$ cat src/sv/tbce_pkg.sv
// ----------------------------------------------------------------------------
// Text buffer caret editor package
// Shared types, key codes and outcome codes for the editor core.
// ----------------------------------------------------------------------------
package tbce_pkg;

  localparam int STORE_BYTES = 512;
  localparam int OUT_W       = 9;

  localparam logic [8:0] KEY_UP    = 9'h101;
  localparam logic [8:0] KEY_DOWN  = 9'h102;
  localparam logic [8:0] KEY_LEFT  = 9'h103;
  localparam logic [8:0] KEY_RIGHT = 9'h104;
  localparam logic [8:0] KEY_BS    = 9'd8;
  localparam logic [8:0] KEY_DEL   = 9'd127;
  localparam logic [8:0] KEY_LF    = 9'd10;
  localparam logic [8:0] KEY_CR    = 9'd13;
  localparam logic [8:0] PRINT_LO  = 9'd32;
  localparam logic [8:0] PRINT_HI  = 9'd126;
  localparam logic [7:0] NEWLINE   = 8'd10;

  typedef enum logic [2:0] {
    OUT_MODIFIED = 3'd0,
    OUT_MOVED    = 3'd1,
    OUT_REJECTED = 3'd2,
    OUT_IGNORED  = 3'd3,
    OUT_READ     = 3'd4
  } outcome_t;

  typedef enum logic [1:0] {
    CELL_HOLD,
    CELL_ROTATE,
    CELL_INSERT,
    CELL_DELETE
  } cell_op_t;

  typedef struct packed {
    cell_op_t   op;
    logic [7:0] data;
  } cell_ctrl_t;

  typedef struct packed {
    logic last;
    logic nl1_v;
    logic nl2_v;
    logic le_v;
    logic ne_v;
  } scan_flags_t;

  typedef struct packed {
    logic       command;
    logic [8:0] key_code;
    logic [8:0] read_address;
  } request_t;

  typedef struct packed {
    logic [8:0] caret_position;
    logic [8:0] text_length;
    logic [8:0] caret_column;
    outcome_t   outcome;
    logic [7:0] read_byte;
  } result_t;

endpackage

$ cat src/sv/tbce_scan.sv
// ----------------------------------------------------------------------------
// Text buffer line scanner
// Watches the head cell during one turn of the ring and records the
// newline positions around the caret and the byte at the read address.
// ----------------------------------------------------------------------------
module tbce_scan #(
  parameter int STORE_BYTES = tbce_pkg::STORE_BYTES,
  localparam int AW = $clog2(STORE_BYTES)
) (
  input  logic                  clk,
  input  logic                  rst,
  input  logic                  clear,
  input  logic                  sample,
  input  logic [7:0]            head,
  input  logic [AW-1:0]         caret,
  input  logic [AW-1:0]         len,
  input  logic [8:0]            read_address,
  output tbce_pkg::scan_flags_t flags,
  output logic [AW-1:0]         nl1,
  output logic [AW-1:0]         nl2,
  output logic [AW-1:0]         le,
  output logic [AW-1:0]         ne,
  output logic [7:0]            rbyte
);
  import tbce_pkg::*;

  localparam int CMPW = (AW > 9) ? AW : 9;
  localparam logic [AW-1:0] LAST = AW'(STORE_BYTES - 1);

  logic [AW-1:0] k;
  logic          is_nl;
  logic          nl1_v;
  logic          nl2_v;
  logic          le_v;
  logic          ne_v;

  assign is_nl = (head == NEWLINE) && (k < len);

  always_comb begin
    flags.last  = (k == LAST);
    flags.nl1_v = nl1_v;
    flags.nl2_v = nl2_v;
    flags.le_v  = le_v;
    flags.ne_v  = ne_v;
  end

  always_ff @(posedge clk) begin
    if (rst || clear) begin
      k     <= '0;
      nl1_v <= 1'b0;
      nl2_v <= 1'b0;
      le_v  <= 1'b0;
      ne_v  <= 1'b0;
      rbyte <= 8'd0;
    end else if (sample) begin
      if (CMPW'(k) == CMPW'(read_address)) begin
        rbyte <= head;
      end
      if (is_nl) begin
        if (k < caret) begin
          nl2   <= nl1;
          nl2_v <= nl1_v;
          nl1   <= k;
          nl1_v <= 1'b1;
        end else if (!le_v) begin
          le   <= k;
          le_v <= 1'b1;
        end else if (!ne_v) begin
          ne   <= k;
          ne_v <= 1'b1;
        end
      end
      k <= (k == LAST) ? '0 : k + AW'(1);
    end
  end

endmodule

$ cat config.mk
export PLATFORM = sky130hd
export DESIGN_NAME = tbce_scan
export DESIGN_NICKNAME = d
export VERILOG_FILES = /design/src/sv/tbce_pkg.sv /design/src/sv/tbce_scan.sv
export SDC_FILE = /design/constraint.sdc
export NUM_CORES = 1
export LEC_CHECK = 0
export BUFFER_PORTS_ARGS = -buffer_cell sky130_fd_sc_hd__clkbuf_2
export CORE_MARGIN = 4
export CORE_UTILIZATION = 53
export DETAILED_ROUTE_END_ITERATION = 6
export PLACE_DENSITY = 0.88
export SLEW_MARGIN = 20
export SYNTH_ARGS = -nofsm -noshare
export SYNTH_HDL_FRONTEND = slang
export SYNTH_SLANG_ARGS = --single-unit
$ cat constraint.sdc
create_clock -name clk -period 8.4 [get_ports clk]
set_clock_uncertainty 0.15 [all_clocks]
set_input_delay 1.68 -clock clk [delete_from_list [all_inputs] [get_ports clk]]
set_output_delay 1.68 -clock clk [all_outputs]
set_load 0.005 [all_outputs]
# Yosys cells after proc, flatten, opt, wreduce, memory -nomap -nowiden
# Index checks and enable logic that the tools add are counted.
# W data, S select, Z words.
# classes
addsub,1
n_lt_le_gt_ge,2
n_eq_ne,3
muxes,1
bitwise_logic,4
n_reduce_logical,9
# ops
op,n
$lt A9 B9 Y1,2
$add A9 B1 Y9 const B,1
$eq A9 B9 Y1,1
$eq A9 B9 Y1 const B,1
$mux W9,1
$eq A8 B4 Y1 const B,1
$reduce_and A4 Y1,2
$reduce_and A3 Y1,2
$reduce_and A6 Y1,1
$reduce_and A5 Y1,1
$not A1 Y1,4
$reduce_and A2 Y1,1
$logic_and A1 B1 Y1,1
$logic_or A1 B1 Y1,1
# word_totals
register_bits,57
input_bits,39
output_inout_bits,49
word_cells,30

# Logic depth before layout (Yosys ltp)
# Gate-level depths: netlist (run 1).
# logic_depth
ltp_word,3
ltp_mapped,7
depth_no_buf,7

# Least setup slack after synthesis (run 1)
# No wires, ideal clock.
# synth_path
kind,input port to flip-flop
start,in len[7]
end,"reg nl1[0], enable pin"
setup_ps,446
arrival_time_ps,4551
t_required_ps,7804
setup_slack_ps,3253
cell_stages,6
n_path_buf,0
cell_sequence,inv_1 > ha_1 > nand4_1 > o2111ai_1 > a211oi_1 > nor4b_1
# synth_via
elab_chain_cells,3
# synth_rtl
item,line,rtl
from (decl),tbce_scan.sv:16,"input logic [AW-1:0] len,"
$lt A9 B9 Y1,tbce_scan.sv:37,assign is_nl = (head == NEWLINE) && (k < len);
$logic_and A1 B1 Y1,tbce_scan.sv:37,
$reduce_and A4 Y1 (no source line),-,
to (signal assigned),tbce_scan.sv:63,nl1 <= k;
to (decl),tbce_scan.sv:19,"output logic [AW-1:0] nl1,"
# No other way between the ends.
# A chain may end at the register's enable or synchronous reset.

# Final worst setup path (run 1)
# layout_path
start,in len[7]
end,"reg le[0], enable pin"
# layout_via
elab_chain_cells,3
# layout_rtl
item,line,rtl
$lt A9 B9 Y1,tbce_scan.sv:37,
$logic_and A1 B1 Y1,tbce_scan.sv:37,
$reduce_and A5 Y1 (no source line),-,
to (signal assigned),tbce_scan.sv:66,le <= k;
to (decl),tbce_scan.sv:21,"output logic [AW-1:0] le,"
# No other way between the ends.

==> metrics.csv, run 1 <==
stage,metric,value,unit
synthesis,synthesized flop and latch total,57,
synthesis,Post-Syn Instances,209,
die,Initial Utilization,56.5,%
finish,Area Growth Syn to Fin,27.1,%
finish,post-route cell area,0.00321,mm²
detailed_routing,DRC violations left,0,
placed_design,# placed instances,342,
clock_network,CTS root buf,clkbuf_8,
synthesis,Synth Cell Area,0.00253,mm²
setup_path,worst endpoint required time,8.21,ns
global_routing,number of global-route vias before repair,1931,
clock_network,TritonCTS clock tree,yes,
global_routing,first-pass GRT wire length,8.98,mm
global_routing,Overflow after GRT,0,
setup_path,Worst setup SP type,input pin,
finish,post-route insts no fill,358,
placed_design,input/output buffers,87,
die,Core ar.,0.00447,mm²
flow_run,Max-Cap Viols,0,
global_routing,initial antenna violation count,0,
min_path,Hold WC Path Type,reg -> reg,
synthesis,syn avg cell area,12.1,µm²
finish,Final Core Density,71.8,%
global_routing,largest net degree at the start of global routing,19,
setup_path,CP endpoint kind,flop,
pwr,overall power,0.573,mW
setup_path,crit path kind,in -> reg,
timing,max frequency,260,MHz
placed_design,Placed Area,0.00301,mm²
clock_network,CTS Buffer Depth,2,
synthesis,synth unique cells,36,
timing,Worst slew margin,48.9,%
timing,unrepaired setup endpoints after global routing,no,
synthesis,number of flops mapped to enable cells by yosys,36,
clock_network,Worst-Skew Late Latency,0.33,ns
die,die width,77.1,µm
timing,Least-Margin Pin Slew,0.763,ns
global_routing,GRT Overall Usage,19.6,%
detailed_routing,Vias,1891,
timing,TNS Setup,0,ns
clock_network,CTS Sinks,57,
clock_network,"CTS clk-pin slew, worst paths",0.07,ns
finish,Inserted Diodes,0,
synthesis,"Top FF cell, synth",edfxtp_1,
detailed_routing,DR pass1 iterations,4,
timing,Fin. Hold Viols,0,
die,die footprint,0.00594,mm²
timing,# setup viols final,0,
synthesis,"FFs w/ async S/R, synth",0,%
placed_design,dpl hpwl,4.10,mm
detailed_routing,Iter 0 DRT Violations,79,
pwr,pwr/cell area,178,mW/mm²
clock_network,Post-CTS Setup Inserts,0,
timing,max-slew violation count,0,
detailed_routing,Wirelength per Cell,15.5,µm
pwr,leakage power,1.44,nW
clock_network,# resized after CTS,0,
placed_design,dpl ws,3.90,ns
pwr,peak supply drop,74.7,µV
timing,Final WS setup,4.55,ns
synthesis,net count after synthesis,266,
timing,min Tclk post-route,3.85,ns
synthesis,"Seq/Total Area, Yosys",59.4,%
clock_network,total CTS buffers,9,
synthesis,yosys warns,0,
timing,final worst-path cycle share,45.8,%
finish,NumNets Final,358,
die,# rows,24,
placed_design,GP Congestion,0.810,
clock_network,H-Tree Depth,3,
finish,share of layout cells above drive strength 1,36.3,%
detailed_routing,post-route antenna net violation count,0,
detailed_routing,routed vias/inst,5.28,
detailed_routing,Post-Route WL,5.55,mm
outcome,status,"finished, final reports clean",
setup_path,CP arrival,3.65,ns
die,DIE HEIGHT,77.1,µm
setup_path,"Max FO, Critical Path",9,
clock_network,# hold bufs at CTS,0,
timing,WHS,0.301,ns
die,I/O pins,88,
registers in the layout (all words and copies together) (netlist names), 8 cells and up:
register  count
k             9
ne            9
le            9
nl1           9
nl2           9
rbyte         8
critical path: stages:
cell,delay (ns)
clkbuf_2,0.07
inv_1,0.03
ha_1,0.32
nand4_1,0.13
o2111ai_1,0.17
a211oi_1,0.37
o21ai_0,0.26
nor3_2,0.63
routing by layer:
layer	GRT usage [%]	vias up	part of all wire (%)
met5	0	-	0
met3	7.14	6	9.8
li1	-	932	-
met4	9.25	0	1.2
met2	33.4	80	49
met1	21.6	873	40
logic make-up after synthesis:
logic type	count (synthesis)	share of synthesized area [%]
multiplexers	10	3.96
AO/OA/AOI/OAI	28	6.73
AND/OR/NAND/NOR	58	12.2
buffers and inverters	25	4.30
flip-flops	57	59.4
adder cells (fa/ha/maj)	18	8.91
XOR/XNOR	13	4.50
report_power, final:
| group | switching (mW) | internal [mW] | total (mW) |
|---|---|---|---|
| clock | 0.114 | 0.139 | 0.253 |
| combinational | 0.0124 | 0.0127 | 0.0252 |
| sequential | 0.00110 | 0.295 | 0.296 |
| total | 0.128 | 0.446 | 0.573 |
final cells by class:
class | count | area (µm²)
clock buffer | 9 | 124
multi-input combinational | 127 | 930
timing repair buffer | 89 | 450
sequential | 57 | 1500
inverter | 17 | 63.8
fill | 327 | 1260
tap | 52 | 65.1
clock inverter | 7 | 78.8
Yosys cell counts, drive strengths merged, types with 6 or more instances:
master	n	area, µm²
ha	18	225
a21oi	13	65.1
nor2	20	75.1
nand4	7	43.8
inv	17	63.8
mux2i	10	100
xnor2	9	78.8
dfxtp	21	420
edfxtp	36	1080
o21ai	6	30.0
nand2	11	41.3
path summary, 6_finish.rpt:
path / endpoint / start / slack, ns / cells past startpoint
hold / removal: nl2[8] / nl1[8] / 0.30 / 0
setup reg to reg: le[0] / k[4] / 5.38 / 6
setup / recovery: le[0] / len[7] / 4.55 / 8
hold reg to reg: nl2[8] / nl1[8] / 0.30 / 0
cell usage in the layout (no fill, tap or decap), drive strengths merged:
master    count
clkbuf       96
edfxtp       36
dfxtp        21
nor2         20
ha           18
inv          18
a21oi        13
nand2        11
mux2i        10
xnor2         9
nand4         7
o21ai         6
xor2          4
nand3         3
nor2b         3
clkinvlp      3
nor3          3
o21a          2
or3           2
clkinv        2
buf           2
nor4          2
and3          1
or2           1
and4bb        1
o2111ai       1
a21boi        1
a211oi        1
nor4b         1
a41o          1
nand2b        1
nand3b        1
a211o         1
o31ai         1
or4b          1
o211a         1
bufinv        1
Power figures use the tool's default switching activity.
==> run 2: changes to the inputs <==
--- a/config.mk
+++ b/config.mk
@@ -7,9 +7,9 @@
 export LEC_CHECK = 0
 export BUFFER_PORTS_ARGS = -buffer_cell sky130_fd_sc_hd__clkbuf_2
 export CORE_MARGIN = 4
-export CORE_UTILIZATION = 53
+export CORE_UTILIZATION = 45
 export DETAILED_ROUTE_END_ITERATION = 6
-export PLACE_DENSITY = 0.88
+export PLACE_DENSITY = 0.8
 export SLEW_MARGIN = 20
 export SYNTH_ARGS = -nofsm -noshare
 export SYNTH_HDL_FRONTEND = slang
==> constraint.sdc (replaced) <==
create_clock -name clk -period 3.4 [get_ports clk]
set_clock_uncertainty 0.15 [all_clocks]
set_input_delay 0.68 -clock clk [delete_from_list [all_inputs] [get_ports clk]]
set_output_delay 0.68 -clock clk [all_outputs]
set_load 0.005 [all_outputs]
==> run 2 against run 1 <==
Worst hold slack worse by 0.0012 ns. Register-to-register slack got worse by 4.8 ns. Sequential share of layout area decreased by 1.0 points. Via count grew 2.6%. First-iteration DRC count decreased by 5.1%. Global-route usage decreased by 1.9 points. Total power grew 140%. Largest cell class unchanged. Sequential power up 150%. Combinational power rose to 2.5 times the previous value. Count of clock-buffer cells in the layout up 1. Critical endpoint is now ne[1].
==> metrics.csv, run 2 (synthesis gave the netlist of run 1 again) <==
stage,metric,value,unit
die,Initial Utilization,46.2,%
timing,TNS Setup,0,ns
min_path,Worst Hold End,nl2[1],
die,I/O pins,88,
clock_network,# hold bufs at CTS,0,
detailed_routing,post-route antenna net violation count,0,
timing,Fin. Hold Viols,0,
global_routing,Overflow after GRT,0,
global_routing,initial antenna violation count,0,
setup_path,"Cell Chain, Critical Path",ha_1 > nand4_1 > o2111ai_1 > a211oi_1 > o21ai_0 > nor4_2 > buf_4,
finish,Inserted Diodes,0,
finish,Register Area,0.00150,mm²
flow_run,Max-Cap Viols,0,
outcome,status,"finished, final reports clean",
global_routing,GRT Overall Usage,17.7,%
timing,# setup viols final,0,
setup_path,"Max FO, Critical Path",9,
finish,NumNets Final,365,
die,DIE HEIGHT,83.0,µm
clock_network,Worst-Skew Late Latency,0.32,ns
clock_network,CTS Sinks,57,
timing,min Tclk post-route,2.83,ns
detailed_routing,Iter 0 DRT Violations,75,
finish,share of layout cells above drive strength 1,37.1,%
detailed_routing,routed vias/inst,5.04,
setup_path,reg2reg setup slack,0.57,ns
clock_network,TritonCTS clock tree,yes,
setup_path,Worst setup SP type,flop,
finish,post-route cell area,0.00328,mm²
min_path,min-delay src,nl1[1],
die,die footprint,0.00688,mm²
timing,Least-Margin Pin Slew,0.529,ns
setup_path,CP endpoint kind,flop,
pwr,pwr/cell area,422,mW/mm²
setup_path,CP arrival,2.70,ns
clock_network,CTS root buf,clkbuf_8,
setup_path,worst endpoint required time,3.27,ns
clock_network,total CTS buffers,9,
clock_network,"CTS clk-pin slew, worst paths",0.06,ns
die,# rows,27,
timing,unrepaired setup endpoints after global routing,no,
pwr,overall power,1.39,mW
setup_path,crit path kind,reg -> reg,
clock_network,Post-CTS Setup Inserts,0,
die,die width,83.0,µm
timing,max-slew violation count,0,
timing,WHS,0.299,ns
setup_path,R2R cell count,7,
global_routing,largest net degree at the start of global routing,19,
die,Core ar.,0.00547,mm²
placed_design,input/output buffers,87,
timing,Worst slew margin,64.4,%
placed_design,dpl hpwl,4.43,mm
detailed_routing,DR pass1 iterations,4,
clock_network,CTS Buffer Depth,2,
min_path,Hold WC Path Type,reg -> reg,
placed_design,Placed Area,0.00310,mm²
global_routing,first-pass GRT wire length,9.63,mm
pwr,leakage power,1.48,nW
global_routing,number of global-route vias before repair,2032,
finish,Multi-input gate area,940,µm²
setup_path,worst r2r dst,ne[1],
pwr,peak supply drop,185,µV
min_path,Hold Path Depth,0,
detailed_routing,Vias,1940,
finish,fill cell count,489,
timing,max frequency,353,MHz
setup_path,reg2reg start,k[6],
timing,final worst-path cycle share,83.2,%
detailed_routing,Wirelength per Cell,15.0,µm
setup_path,critical path's slowest cell,dfxtp_1,
detailed_routing,DRC violations left,0,
placed_design,GP Congestion,0.846,
finish,"most common cell after layout, fill and taps aside",clkbuf_2,
finish,"commonest non-fill, non-tap cells in the layout","clkbuf_2 (87), edfxtp_1 (36), dfxtp_1 (21)",
detailed_routing,Post-Route WL,5.76,mm
finish,Area Growth Syn to Fin,29.9,%
clock_network,# resized after CTS,0,
clock_network,H-Tree Depth,3,
finish,Final Core Density,60.0,%
setup_path,crit-path max cell delay,0.57,ns
## run 2: cell type report
cell class | instances | area share, %
Clock inverter | 6 | 1.79
Multi-Input combinational cell | 127 | 28.6
Sequential cell | 57 | 45.7
Timing Repair Buffer | 96 | 15.3
Tap cell | 72 | 2.74
Inverter | 17 | 1.94
Clock buffer | 10 | 3.89
## run 2: power breakdown
part           switching, mW  total (mW)  leakage, nW  internal [mW]
registers            0.00231       0.731        0.532          0.728
logic                 0.0317      0.0635        0.858         0.0318
clock network          0.258       0.591       0.0897          0.333
## run 2: worst max-delay path by stage
stage | startpoint | to | slack, ns | cells after the start
floorplan | len[7] | nl1[0] | 0.16 | 6
finish | k[6] | ne[1] | 0.57 | 7
detailed placement | len[7] | ne[1] | 0.39 | 9
global placement | len[4] | ne[6] | 0.52 | 9
global route | k[7] | le[0] | 0.41 | 7
CTS | k[7] | ne[1] | 0.62 | 7
## run 2: metal layers
| metal | vias to the layer above | GRT usage (%) | wire, µm |
|---|---|---|---|
| li1 | 945 | - | - |
| met1 | 892 | 21.0 | 2390 |
| met2 | 89 | 29.0 | 2800 |
| met3 | 14 | 5.26 | 438 |
| met4 | 0 | 9.06 | 138 |
| met5 | - | 0 | 0 |
## run 2: worst max-delay path: cells and delay by family, from the launching register on
| kind | cells | cell delay, ns |
|---|---|---|
| simple gates | 2 | 0.32 |
| fa+ha+maj | 1 | 0.33 |
| compound gates | 3 | 0.94 |
| buf+inv | 1 | 0.22 |
| flops | 1 | 0.57 |
## run 2: stage by stage
stage | setup slack [ns] | std cells
after floorplan | 0.156 | 209
after detailed placement | 0.388 | 369
after global placement | 0.519 | 369
final | 0.571 | 385
after CTS | 0.617 | 385
after global routing | 0.408 | 385
