**src/sv/tbce_pkg.sv**
```systemverilog
// ----------------------------------------------------------------------------
// Text buffer caret editor package
// Shared types, key codes and outcome codes for the editor core.
// ----------------------------------------------------------------------------
package tbce_pkg;

  localparam int STORE_BYTES = 512;
  localparam int OUT_W       = 9;

  localparam logic [8:0] KEY_UP    = 9'h101;
  localparam logic [8:0] KEY_DOWN  = 9'h102;
  localparam logic [8:0] KEY_LEFT  = 9'h103;
  localparam logic [8:0] KEY_RIGHT = 9'h104;
  localparam logic [8:0] KEY_BS    = 9'd8;
  localparam logic [8:0] KEY_DEL   = 9'd127;
  localparam logic [8:0] KEY_LF    = 9'd10;
  localparam logic [8:0] KEY_CR    = 9'd13;
  localparam logic [8:0] PRINT_LO  = 9'd32;
  localparam logic [8:0] PRINT_HI  = 9'd126;
  localparam logic [7:0] NEWLINE   = 8'd10;

  typedef enum logic [2:0] {
    OUT_MODIFIED = 3'd0,
    OUT_MOVED    = 3'd1,
    OUT_REJECTED = 3'd2,
    OUT_IGNORED  = 3'd3,
    OUT_READ     = 3'd4
  } outcome_t;

  typedef enum logic [1:0] {
    CELL_HOLD,
    CELL_ROTATE,
    CELL_INSERT,
    CELL_DELETE
  } cell_op_t;

  typedef struct packed {
    cell_op_t   op;
    logic [7:0] data;
  } cell_ctrl_t;

  typedef struct packed {
    logic last;
    logic nl1_v;
    logic nl2_v;
    logic le_v;
    logic ne_v;
  } scan_flags_t;

  typedef struct packed {
    logic       command;
    logic [8:0] key_code;
    logic [8:0] read_address;
  } request_t;

  typedef struct packed {
    logic [8:0] caret_position;
    logic [8:0] text_length;
    logic [8:0] caret_column;
    outcome_t   outcome;
    logic [7:0] read_byte;
  } result_t;

endpackage

```
**src/sv/tbce_cell.sv**
```systemverilog
// ----------------------------------------------------------------------------
// Text buffer cell
// One byte of the text store; rotates, opens a gap or closes a gap with
// its neighbors.
// ----------------------------------------------------------------------------
module tbce_cell #(
  parameter int STORE_BYTES = tbce_pkg::STORE_BYTES,
  parameter int INDEX = 0,
  localparam int AW = $clog2(STORE_BYTES)
) (
  input  logic                clk,
  input  logic                rst,
  input  tbce_pkg::cell_ctrl_t ctrl,
  input  logic [AW-1:0]       pos,
  input  logic [7:0]          prev_byte,
  input  logic [7:0]          next_byte,
  output logic [7:0]          data
);
  import tbce_pkg::*;

  localparam logic [AW-1:0] SELF = AW'(INDEX);

  always_ff @(posedge clk) begin
    if (rst) begin
      data <= 8'd0;
    end else begin
      case (ctrl.op)
        CELL_ROTATE: data <= next_byte;
        CELL_INSERT: begin
          if (SELF == pos) begin
            data <= ctrl.data;
          end else if (SELF > pos) begin
            data <= prev_byte;
          end
        end
        CELL_DELETE: begin
          if (SELF >= pos) begin
            data <= next_byte;
          end
        end
        default: ;
      endcase
    end
  end

endmodule

```
**config.mk**
```make
export PLATFORM = sky130hd
export DESIGN_NAME = tbce_cell
export DESIGN_NICKNAME = d
export VERILOG_FILES = /design/src/sv/tbce_pkg.sv /design/src/sv/tbce_cell.sv
export SDC_FILE = /design/constraint.sdc
export NUM_CORES = 1
export LEC_CHECK = 0
export BUFFER_PORTS_ARGS = -buffer_cell sky130_fd_sc_hd__buf_4
export CORE_AREA = 5 5 42 44
export CTS_CLUSTER_SIZE = 30
export DETAILED_ROUTE_END_ITERATION = 12
export DIE_AREA = 0 0 47 49
export PLACE_DENSITY = 0.78
export SYNTH_ARGS = -nofsm -noshare
export SYNTH_HDL_FRONTEND = slang
export SYNTH_SLANG_ARGS = --single-unit
```
**constraint.sdc**
```tcl
create_clock -name clk -period 3.29 [get_ports clk]
set_clock_uncertainty 0.1 [all_clocks]
set_input_delay 0.4935 -clock clk [delete_from_list [all_inputs] [get_ports clk]]
set_output_delay 0.4935 -clock clk [all_outputs]
set_load 0.05 [all_outputs]
```
-- Word level (Yosys, flattened, before mapping)
Index checks and enable logic that the tools add are counted.
W data, S select, Z words.
- flip-flop bits (word level): 8
- input bits: 37
- output and inout bits: 8
- logic and storage cells: 15
- eq/ne operators: 5
- reductions and logical operators: 3
- magnitude comparators: 2
- mux-type cells: 4
- operators with widths (kind ; number):
    $mux W8 ; 3
    $pmux W8 S3 ; 1
    $ge A1 B9 Y1 const A ; 1
    $gt A1 B9 Y1 const A ; 1
    $logic_not A9 Y1 ; 1
    $eq A2 B2 Y1 const B ; 2
    $ne A3 B3 Y1 const B ; 1
    $reduce_and A3 Y1 ; 1
    $reduce_bool A3 Y1 ; 1
    $eq A2 B1 Y1 const B ; 1
    $ne A2 B2 Y1 const B ; 1

-- Longest topological paths before layout
Gate-level depths: netlist of run 1.
- depth after elaboration: 4
- gate-level depth with buffers: 4
- mapped depth without buffers: 4

-- Least setup slack after synthesis of run 1
OpenSTA, ideal clock, no wires.
- kind: input port to flip-flop
- from: in pos[6]
- to: reg data[0]
- library setup time: 0.119 ns
- buffers on the path: 0
- cell stages on the path: 4
- required time: 3.071 ns
- setup slack: 1.380 ns
- arrival: 1.692 ns
- cell sequence: or4_4 -> o31ai_4 -> nand2_2 -> o221a_2
- word-level cells in the longest chain between the ends: 3
- elaborated cells between the ends (all ways): 8
- classes of those cells: 2 x order compare; 2 x eq/ne; 2 x mux; 2 x reduce/logical
- RTL lines (what ; line ; source):
    start, declared ; tbce_cell.sv:14 ; input logic [AW-1:0] pos,
    $gt A1 B9 Y1, or another cell as far along ; tbce_cell.sv:32 ; end else if (SELF > pos) begin
    $ne A3 B3 Y1 (no source line), or another cell as far along ; n/a ;
    $reduce_and A3 Y1 (no source line) / $pmux W8 S3 (equally long branches) ; n/a ;
    end signal, assigned ; tbce_cell.sv:31 ; data <= ctrl.data;
    end signal, assigned ; tbce_cell.sv:33 ; data <= prev_byte;
    end signal, assigned ; tbce_cell.sv:38 ; data <= next_byte;
    end, declared ; tbce_cell.sv:17 ; output logic [7:0] data
Several ways; a longest one is shown, not always the timed one.
A chain may end at the register's enable or synchronous reset.

-- Final worst setup path of run 1
- from: in pos[6]
- to: reg data[3]
Same word-level chain as after synthesis.

==> results of run 1 <==
-- worst max-delay path, delay by kind of cell --
| kind | cells | cell delay [ps] |
|---|---|---|
| AND/OR/NAND/NOR | 2 | 1050 |
| buffers and inverters | 1 | 110 |
| AO/OA/AOI/OAI | 2 | 260 |
-- layer usage --
metal	up-vias	wire, microns
met5	-	0
met4	0	0
met3	0	162
met2	25	581
met1	206	432
li1	231	-
-- cell type report --
cell class | instances | area share
clock buffer | 3 | 0.0310
inverter | 8 | 0.0413
timing repair buffer | 36 | 0.372
tap | 16 | 0.0275
multi-input combinational | 24 | 0.308
sequential | 8 | 0.220
-- kinds of logic after synthesis --
group | count (synthesis) | synth area share
and+or+nand+nor | 6 | 0.138
AOI/OAI and AO/OA | 18 | 0.398
buffers and inverters | 9 | 0.0808
DFF | 8 | 0.383
-- power by group --
group | internal, mW | switching (mW) | leakage [nW] | total [mW]
sequential | 0.105 | 0.00379 | 0.0665 | 0.108
clock | 0.0419 | 0.0347 | 0.0138 | 0.0766
combinational | 0.0433 | 0.0466 | 0.287 | 0.0900
total | 0.190 | 0.0851 | 0.368 | 0.275
-- cell usage after synthesis (all sizes together) --
library cell  n  share of area
nor4          1          0.051
or3           1          0.015
or4           1          0.027
dfxtp         8           0.38
inv           8          0.072
o221a         8           0.22
o31ai         1          0.051
nand2b        1          0.015
buf           1         0.0090
a21oi         8          0.096
nand2         1          0.015
o21a          1          0.036
or2           1          0.015
-- final timing paths --
check	slack, ps	to	from
max	1420	data[3]	pos[6]
min	400	data[1]	next_byte[1]
max reg2reg	2500	data[7]	data[7]
min reg2reg	430	data[1]	data[1]
-- stage by stage --
step | std cells | utilization
3_5_place_dp | 92 | 0.503
3_3_place_gp | 92 | 0.503
4_1_cts | 95 | 0.519
5_1_grt | 95 | 0.519
6_report | 95 | 0.519
2_1_floorplan | 41 | -
==> results.json, run 1 <==
{
  "status": "completed",
  "vias": 462,
  "final_area_sq_um": 727,
  "setup_violations": 0,
  "syn_area_sq_um": 418,
  "rr_worst_depth": 1,
  "path_max_fanout": 8,
  "yosysWarnings": 0,
  "peakVddDrop_mv": 0.180,
  "cp_data_required_time_ps": 3330,
  "tritoncts": "done",
  "hpwlAfterDp_microns": 987,
  "syn_inst": 41,
  "globalplace.congestion": 0.678,
  "htreeDepth": 1,
  "end_kind": "flip-flop",
  "rsz0062_at_grt": "false",
  "placed_area_sq_um": 704,
  "crit_chain": "buf_4 -> or4_4 -> nor4_4 -> a21oi_1 -> o221a_2",
  "final_common_cell": "buf_4",
  "syn-num-nets": 78,
  "wire_per_inst_microns": 12.4,
  "reg.largest.list": "data: 8 flops",
  "core-area_sq_mm": 0.00140,
  "dieWidth_microns": 47,
  "finalPower_mw": 0.275,
  "synth_seq_area_share": 0.383,
  "multi_input_area_sq_um": 224,
  "grt_pass1_vias": 512,
  "post_cts_buffers": 0,
  "ff_latch_area_sq_um": 160,
  "whs_path_depth": 2,
  "grt-busiest-layer": "met2",
  "avgSynthCellArea_sq_um": 10.2,
  "dieArea_sq_mm": 0.00230,
  "layout.nets": 118,
  "max_stage_delay_ps": 560,
  "power.density_mw_per_mm2": 378,
  "drtIter0Drc": 4,
  "track_usage": 0.120,
  "ys_ff_latch": 8,
  "ant_nets": 0,
  "cp.arrival_ps": 1920,
  "met2_usage": 0.176,
  "hold_path.class": "input pin to flip-flop",
  "yosys.cell_types.count": 13,
  "worstSetupPathType": "input pin to flip-flop",
  "numCtsBuffers": 3,
  "worst_slew_pin_slew_ps": 465,
  "start_util": 0.298,
  "met3_usage": 0.0738,
  "postCtsResizedCells": 0,
  "clk_latency_ps": 250,
  "final_cell_mix": "buf_4, inv_1, a21oi_1, o221a_2, dfxtp_1",
  "io_buffers": 36,
  "maxCapViolCount": 0,
  "clkTransAtPathRegs_ps": 60,
  "crit_slowest_cell": "or4_4",
  "die_h_microns": 49,
  "n_fill_cell": 136,
  "root_buffer": "clkbuf_4",
  "start_kind": "input pin",
  "gr-total-overflow": 0,
  "fmax_mhz": 534,
  "power.leakage_nw": 0.368,
  "wl_microns": 1180,
  "max-slew-margin-rel": 0.688,
  "tns_ps": 0,
  "antenna_cells": 0,
  "final-hold-violation-count": 0,
  "cts_buffer_depth": 2,
  "fp-row-count": 14,
  "io-pin-count": 45,
  "largest_reg_flops": 8,
  "min_period_ps": 1870,
  "setup_slack_ps": 1420,
  "preCtsSetupSlack_ps": 1130,
  "grt_pass1_wl_microns": 2010,
  "cts.sinks": 8,
  "maxSlewViolCount": 0,
  "dr.pass1.iters": 3,
  "drc": 0,
  "grt_max_degree": 9,
  "drive_gt1_frac": 0.671,
  "top_register": "data",
  "met1_usage": 0.134,
  "vias_per_cell": 4.86,
  "antenna_found_initial": 0,
  "area_growth_pct": 74.0,
  "holdWs_ps": 402,
  "cts_hold_repair.buffers": 0,
  "finalCritPeriodShare": 0.569
}
Power figures use the tool's default switching activity.
==> run 2: changes to the inputs <==
--- a/config.mk
+++ b/config.mk
@@ -5,12 +5,13 @@
 export SDC_FILE = /design/constraint.sdc
 export NUM_CORES = 1
 export LEC_CHECK = 0
+export ABC_AREA = 1
 export BUFFER_PORTS_ARGS = -buffer_cell sky130_fd_sc_hd__buf_4
-export CORE_AREA = 5 5 42 44
+export CORE_MARGIN = 5
+export CORE_UTILIZATION = 37
 export CTS_CLUSTER_SIZE = 30
 export DETAILED_ROUTE_END_ITERATION = 12
-export DIE_AREA = 0 0 47 49
-export PLACE_DENSITY = 0.78
+export PLACE_DENSITY = 0.79
 export SYNTH_ARGS = -nofsm -noshare
 export SYNTH_HDL_FRONTEND = slang
 export SYNTH_SLANG_ARGS = --single-unit
==> constraint.sdc (replaced) <==
create_clock -name clk -period 1.6 [get_ports clk]
set_clock_uncertainty 0.1 [all_clocks]
set_input_delay 0.24 -clock clk [delete_from_list [all_inputs] [get_ports clk]]
set_output_delay 0.24 -clock clk [all_outputs]
set_load 0.05 [all_outputs]
==> results.json, run 2 <==
{
  "status": "completed",
  "top_register": "data",
  "avgSynthCellArea_sq_um": 5.55,
  "drive_gt1_frac": 0.337,
  "fp-row-count": 15,
  "postCtsResizedCells": 0,
  "final_cell_mix": "buf_4, nand2_1, nor2_1, inv_1, nand3_1",
  "async_reset_ff_frac": 0,
  "synthXorXnorAreaFrac": 0,
  "maxSlewViolCount": 0,
  "multi_input_area_sq_um": 407,
  "largest_reg_flops": 8,
  "peakVddDrop_mv": 0.260,
  "p_switching_mw": 0.201,
  "yosys.cell_types.count": 16,
  "synth-simple-area-share": 0.511,
  "setup_violations": 0,
  "grt_max_degree": 13,
  "worst_slew_pin_slew_ps": 365,
  "final-hold-violation-count": 0,
  "grt_pass1_wl_microns": 2950,
  "cts_hold_repair.buffers": 0,
  "synth-compound-area-share": 0.0800,
  "n_fill_cell": 182,
  "antenna_cells": 0,
  "maxCapViolCount": 0,
  "utilization": 0.605,
  "clk_latency_ps": 260,
  "area_growth_pct": 53.5,
  "cp_data_required_time_ps": 1650,
  "root_buffer": "clkbuf_4",
  "syn_inst": 124,
  "critical_path_buf_inv_count": 1,
  "finalPower_mw": 0.609,
  "power.density_mw_per_mm2": 577,
  "hpwlAfterDp_microns": 1640,
  "ant_nets": 0,
  "max_stage_delay_ps": 150,
  "syn-num-nets": 161,
  "cp_top_family": "simple AND/OR/NAND/NOR gates",
  "p_int_mw": 0.409,
  "clkPwrFrac": 0.258,
  "synthTopCellsByArea": "dfxtp_1, nand2_1, inv_1, nor2_1, nand3_1",
  "yosysWarnings": 0,
  "final_common_cell": "buf_4",
  "switching_share": 0.329,
  "yosys_most_used_dff": "dfxtp_1",
  "finalCritPeriodShare": 0.779,
  "synth_top_area_share": 0.233,
  "antenna_found_initial": 0,
  "start_kind": "input pin",
  "min_period_ps": 1250,
  "max-slew-margin-rel": 0.756,
  "rsz0062_at_grt": "false",
  "dieWidth_microns": 53.1,
  "dr.pass1.iters": 4,
  "htreeDepth": 1,
  "synth_mux_area_frac": 0,
  "tns_ps": 0,
  "vias": 892,
  "synth_seq_area_share": 0.233,
  "end_kind": "flip-flop",
  "io_buffers": 44,
  "drtIter0Drc": 24,
  "hold_path.class": "input pin to flip-flop",
  "yosysMostFrequentCell": "nand2_1",
  "power.leakage_nw": 0.597,
  "holdWs_ps": 225,
  "globalplace.congestion": 0.770,
  "cp.arrival_ps": 1300,
  "numCtsBuffers": 3,
  "gr-total-overflow": 0,
  "synthAdderAreaFrac": 0,
  "post_cts_buffers": 0,
  "synth_edf_count": 0,
  "core-area_sq_mm": 0.00175,
  "crit_slowest_cell": "nor2_4",
  "worstSetupPathType": "input pin to flip-flop",
  "synth_common_cells": "nand2_1, inv_1, nor2_1, nand3_1, dfxtp_1",
  "reg.largest.list": "data: 8 flops",
  "grt_pass1_vias": 765,
  "vias_per_cell": 4.60,
  "io-pin-count": 45,
  "wl_microns": 1930,
  "synth_top_area_cell": "dfxtp_1",
  "track_usage": 0.144,
  "drc": 0,
  "dieArea_sq_mm": 0.00282,
  "syn_area_sq_um": 688,
  "die_h_microns": 53.1,
  "ff_latch_area_sq_um": 160,
  "pwr-share-comb": 0.382,
  "synth_top_family_by_area": "simple AND/OR/NAND/NOR gates",
  "clkTransAtPathRegs_ps": 50,
  "cts.sinks": 8,
  "wire_per_inst_microns": 9.97,
  "tritoncts": "done",
  "ys_ff_latch": 8,
  "start_util": 0.394,
  "layout.nets": 208,
  "path_max_fanout": 6,
  "fmax_mhz": 802,
  "cts_buffer_depth": 2,
  "sequentialPowerShare": 0.360,
  "crit_chain": "buf_4 -> nor2_1 -> nand2_1 -> nor2_4 -> nand2_1 -> nand2_1 -> nand3_1 -> nor2_1 -> nor2_1"
}
==> run 2: cell types whose count changed after synthesis, sizes merged, moves of 2 or more <==
cell    change
nor2       +27
nand2      +28
o221a       -8
buf         +2
inv        +18
nand3      +18
nand3b      +4
==> run 2: power by group through the flow <==
stage	sequential (mW)	combinational (mW)	clock, mW
after floorplan	0.270	0.0846	0
after global placement	0.223	0.231	0
after detailed placement	0.224	0.234	0
after CTS	0.220	0.234	0.166
after global routing	0.222	0.253	0.175
final	0.220	0.233	0.157
==> run 2: worst paths after layout <==
path                            depth (start not counted)  slack [ps]         start  endpoint
worst max-delay path                                    9         350        pos[7]   data[5]
worst min-delay path                                    5         220  next_byte[2]   data[2]
worst max register to register                          4         820       data[1]   data[1]
worst min register to register                          4         460       data[7]   data[7]
==> run 2: layout make-up <==
type / instances / share of cell area
Inverter: 26 / 0.0924
Timing Repair Buffer: 45 / 0.320
Multi-Input combinational cell: 87 / 0.385
Tap cell: 25 / 0.0296
Clock buffer: 3 / 0.0213
Sequential cell: 8 / 0.152
==> run 2: tightest hold or removal path, stage by stage <==
cell,delay (ps)
buf_4,80
nand2_1,40
nand3_1,70
nor2_1,40
nor2_1,70
==> run 2: routing by layer <==
| metal | track usage | up-vias | wire length, microns |
|---|---|---|---|
| met5 | 0 | - | 0 |
| met4 | 0.0894 | 0 | 25 |
| met3 | 0.0254 | 2 | 109 |
| met2 | 0.264 | 36 | 1050 |
| met1 | 0.148 | 390 | 748 |
| li1 | - | 464 | - |
==> run 2: kinds of logic after synthesis <==
group,after synthesis
flops,8
simple gates,79
buf+inv,29
compound gates,8
==> run 2: metrics by stage <==
| stage | cell area (sq um) | setup WS, ps | std cells |
|---|---|---|---|
| after floorplan | 688 | 363 | 124 |
| after global placement | 1030 | 144 | 191 |
| after detailed placement | 1030 | 102 | 191 |
| after CTS | 1060 | 369 | 194 |
| after global routing | 1060 | 212 | 194 |
| final | 1060 | 353 | 194 |
==> run 3: changes to the inputs <==
--- a/config.mk
+++ b/config.mk
@@ -5,10 +5,10 @@
 export SDC_FILE = /design/constraint.sdc
 export NUM_CORES = 1
 export LEC_CHECK = 0
-export ABC_AREA = 1
+export ABC_AREA = 0
 export BUFFER_PORTS_ARGS = -buffer_cell sky130_fd_sc_hd__buf_4
 export CORE_MARGIN = 5
-export CORE_UTILIZATION = 37
+export CORE_UTILIZATION = 32
 export CTS_CLUSTER_SIZE = 30
 export DETAILED_ROUTE_END_ITERATION = 12
 export PLACE_DENSITY = 0.79
==> constraint.sdc (replaced) <==
create_clock -name clk -period 1.2 [get_ports clk]
set_clock_uncertainty 0.1 [all_clocks]
set_input_delay 0.18 -clock clk [delete_from_list [all_inputs] [get_ports clk]]
set_output_delay 0.18 -clock clk [all_outputs]
set_load 0.05 [all_outputs]
==> results.json, run 3 (synthesis gave the netlist of run 1 again) <==
{
  "cp.arrival_ps": 1450,
  "area_growth_pct": 82.0,
  "min_period_ps": 1410,
  "post_cts_buffers": 0,
  "top_register": "data",
  "largest_reg_flops": 8,
  "start_kind": "input pin",
  "setup_violations": 8,
  "core-area_sq_mm": 0.00127,
  "grt_pass1_wl_microns": 1890,
  "max-slew-margin-rel": 0.829,
  "sequentialPowerShare": 0.394,
  "pwr-share-comb": 0.337,
  "vias": 476,
  "numCtsBuffers": 3,
  "wire_per_inst_microns": 12.3,
  "p_int_mw": 0.528,
  "n_fill_cell": 112,
  "layout.nets": 121,
  "final_cell_mix": "buf_4, inv_1, a21oi_1, o221a_2, dfxtp_1",
  "worst_slew_pin_slew_ps": 257,
  "cp_data_required_time_ps": 1240,
  "maxSlewViolCount": 0,
  "wl_microns": 1190,
  "tns_ps": -1630,
  "grt_pass1_vias": 447,
  "dr.pass1.iters": 4,
  "drtIter0Drc": 4,
  "violations": "negative setup slack",
  "final-hold-violation-count": 0,
  "switching_share": 0.305,
  "cts.sinks": 8,
  "cts_hold_repair.buffers": 0,
  "reg.largest.list": "data: 8 flops",
  "hpwlAfterDp_microns": 983,
  "power.density_mw_per_mm2": 998,
  "path_max_fanout": 8,
  "track_usage": 0.127,
  "drc": 0,
  "gr-total-overflow": 0,
  "dieArea_sq_mm": 0.00213,
  "end_kind": "flip-flop",
  "rsz0062_at_grt": "true",
  "crit_slowest_cell": "or4_4",
  "grt_max_degree": 9,
  "ant_nets": 0,
  "start_util": 0.329,
  "io-pin-count": 45,
  "max_stage_delay_ps": 560,
  "drive_gt1_frac": 0.683,
  "antenna_cells": 0,
  "cp_top_family": "simple AND/OR/NAND/NOR gates",
  "maxCapViolCount": 0,
  "clk_latency_ps": 250,
  "hold_path.class": "input pin to flip-flop",
  "setup_slack_ps": -209,
  "fp-row-count": 13,
  "ff_latch_area_sq_um": 160,
  "globalplace.congestion": 0.670,
  "vias_per_cell": 4.91,
  "io_buffers": 36,
  "root_buffer": "clkbuf_4",
  "dieWidth_microns": 46.1,
  "status": "finished with violations",
  "fmax_mhz": 710,
  "peakVddDrop_mv": 0.317,
  "holdWs_ps": 93.2,
  "antenna_found_initial": 0,
  "power.leakage_nw": 0.390,
  "cts_buffer_depth": 2,
  "crit_chain": "buf_6 -> or4_4 -> o31ai_4 -> nand2_4 -> o221a_2",
  "finalCritPeriodShare": 1.17,
  "multi_input_area_sq_um": 229,
  "die_h_microns": 46.1,
  "tritoncts": "done",
  "htreeDepth": 1,
  "worstSetupPathType": "input pin to flip-flop",
  "final_common_cell": "buf_4",
  "clkPwrFrac": 0.269,
  "clkTransAtPathRegs_ps": 50,
  "p_switching_mw": 0.231,
  "critical_path_buf_inv_count": 1
}
-- run 3: cell types whose count changed in the layout (fill, tap and decap cells not counted), moves of 2 or more --
cell / change
a21oi_1: +4
a21oi_2: -4
buf_4: -8
buf_6: +2
inv_1: -17
nand2_1: -29
nand3_1: -17
nand3b_1: -4
nor2_1: -25
o221a_2: +8
-- run 3: path summary, 6_finish.rpt --
kind / slack (ps) / start / cells past startpoint / to
setup / recovery: -210 / pos[2] / 5 / data[4]
hold / removal: 90 / next_byte[2] / 2 / data[2]
setup reg to reg: 400 / data[4] / 1 / data[4]
hold reg to reg: 440 / data[7] / 1 / data[7]
-- run 3: power groups by stage --
stage	clock network [mW]	registers (mW)	logic (mW)
global placement	0	0.304	0.251
global route	0.223	0.301	0.273
finish	0.204	0.299	0.256
CTS	0.212	0.299	0.257
detailed placement	0	0.305	0.254
floorplan	0	0.376	0.0622
-- run 3: metrics by stage --
stage	power (mW)	worst slack, ps	utilization	cells	area, sq um
finish	0.759	-209	0.600	97	761
global route	0.797	-242	0.600	97	761
CTS	0.768	-231	0.596	97	756
detailed placement	0.559	-528	0.572	94	726
global placement	0.555	-504	0.572	94	726
floorplan	0.438	-332	-	41	418
-- run 3: area by class of cell --
cell class,instances,area share
multi-input combinational,24,0.301
inverter,8,0.0395
clock buffer,3,0.0296
tap,15,0.0247
timing repair buffer,39,0.395
sequential,8,0.211
-- run 3: repair_timing --
item / 4_1_cts / 5_1_grt
setup endpoints to repair: 8 / 8
pin swaps: 1 / 1
gates resized for setup: 2 / 1
-- run 3: metal layers --
layer  wire length (microns)  vias to the layer above  global-route usage
met3                     166                        4              0.0313
met5                       0                        -                   0
met4                      36                        0               0.102
li1                        -                      238                   -
met2                     541                       26               0.179
met1                     450                      208               0.160
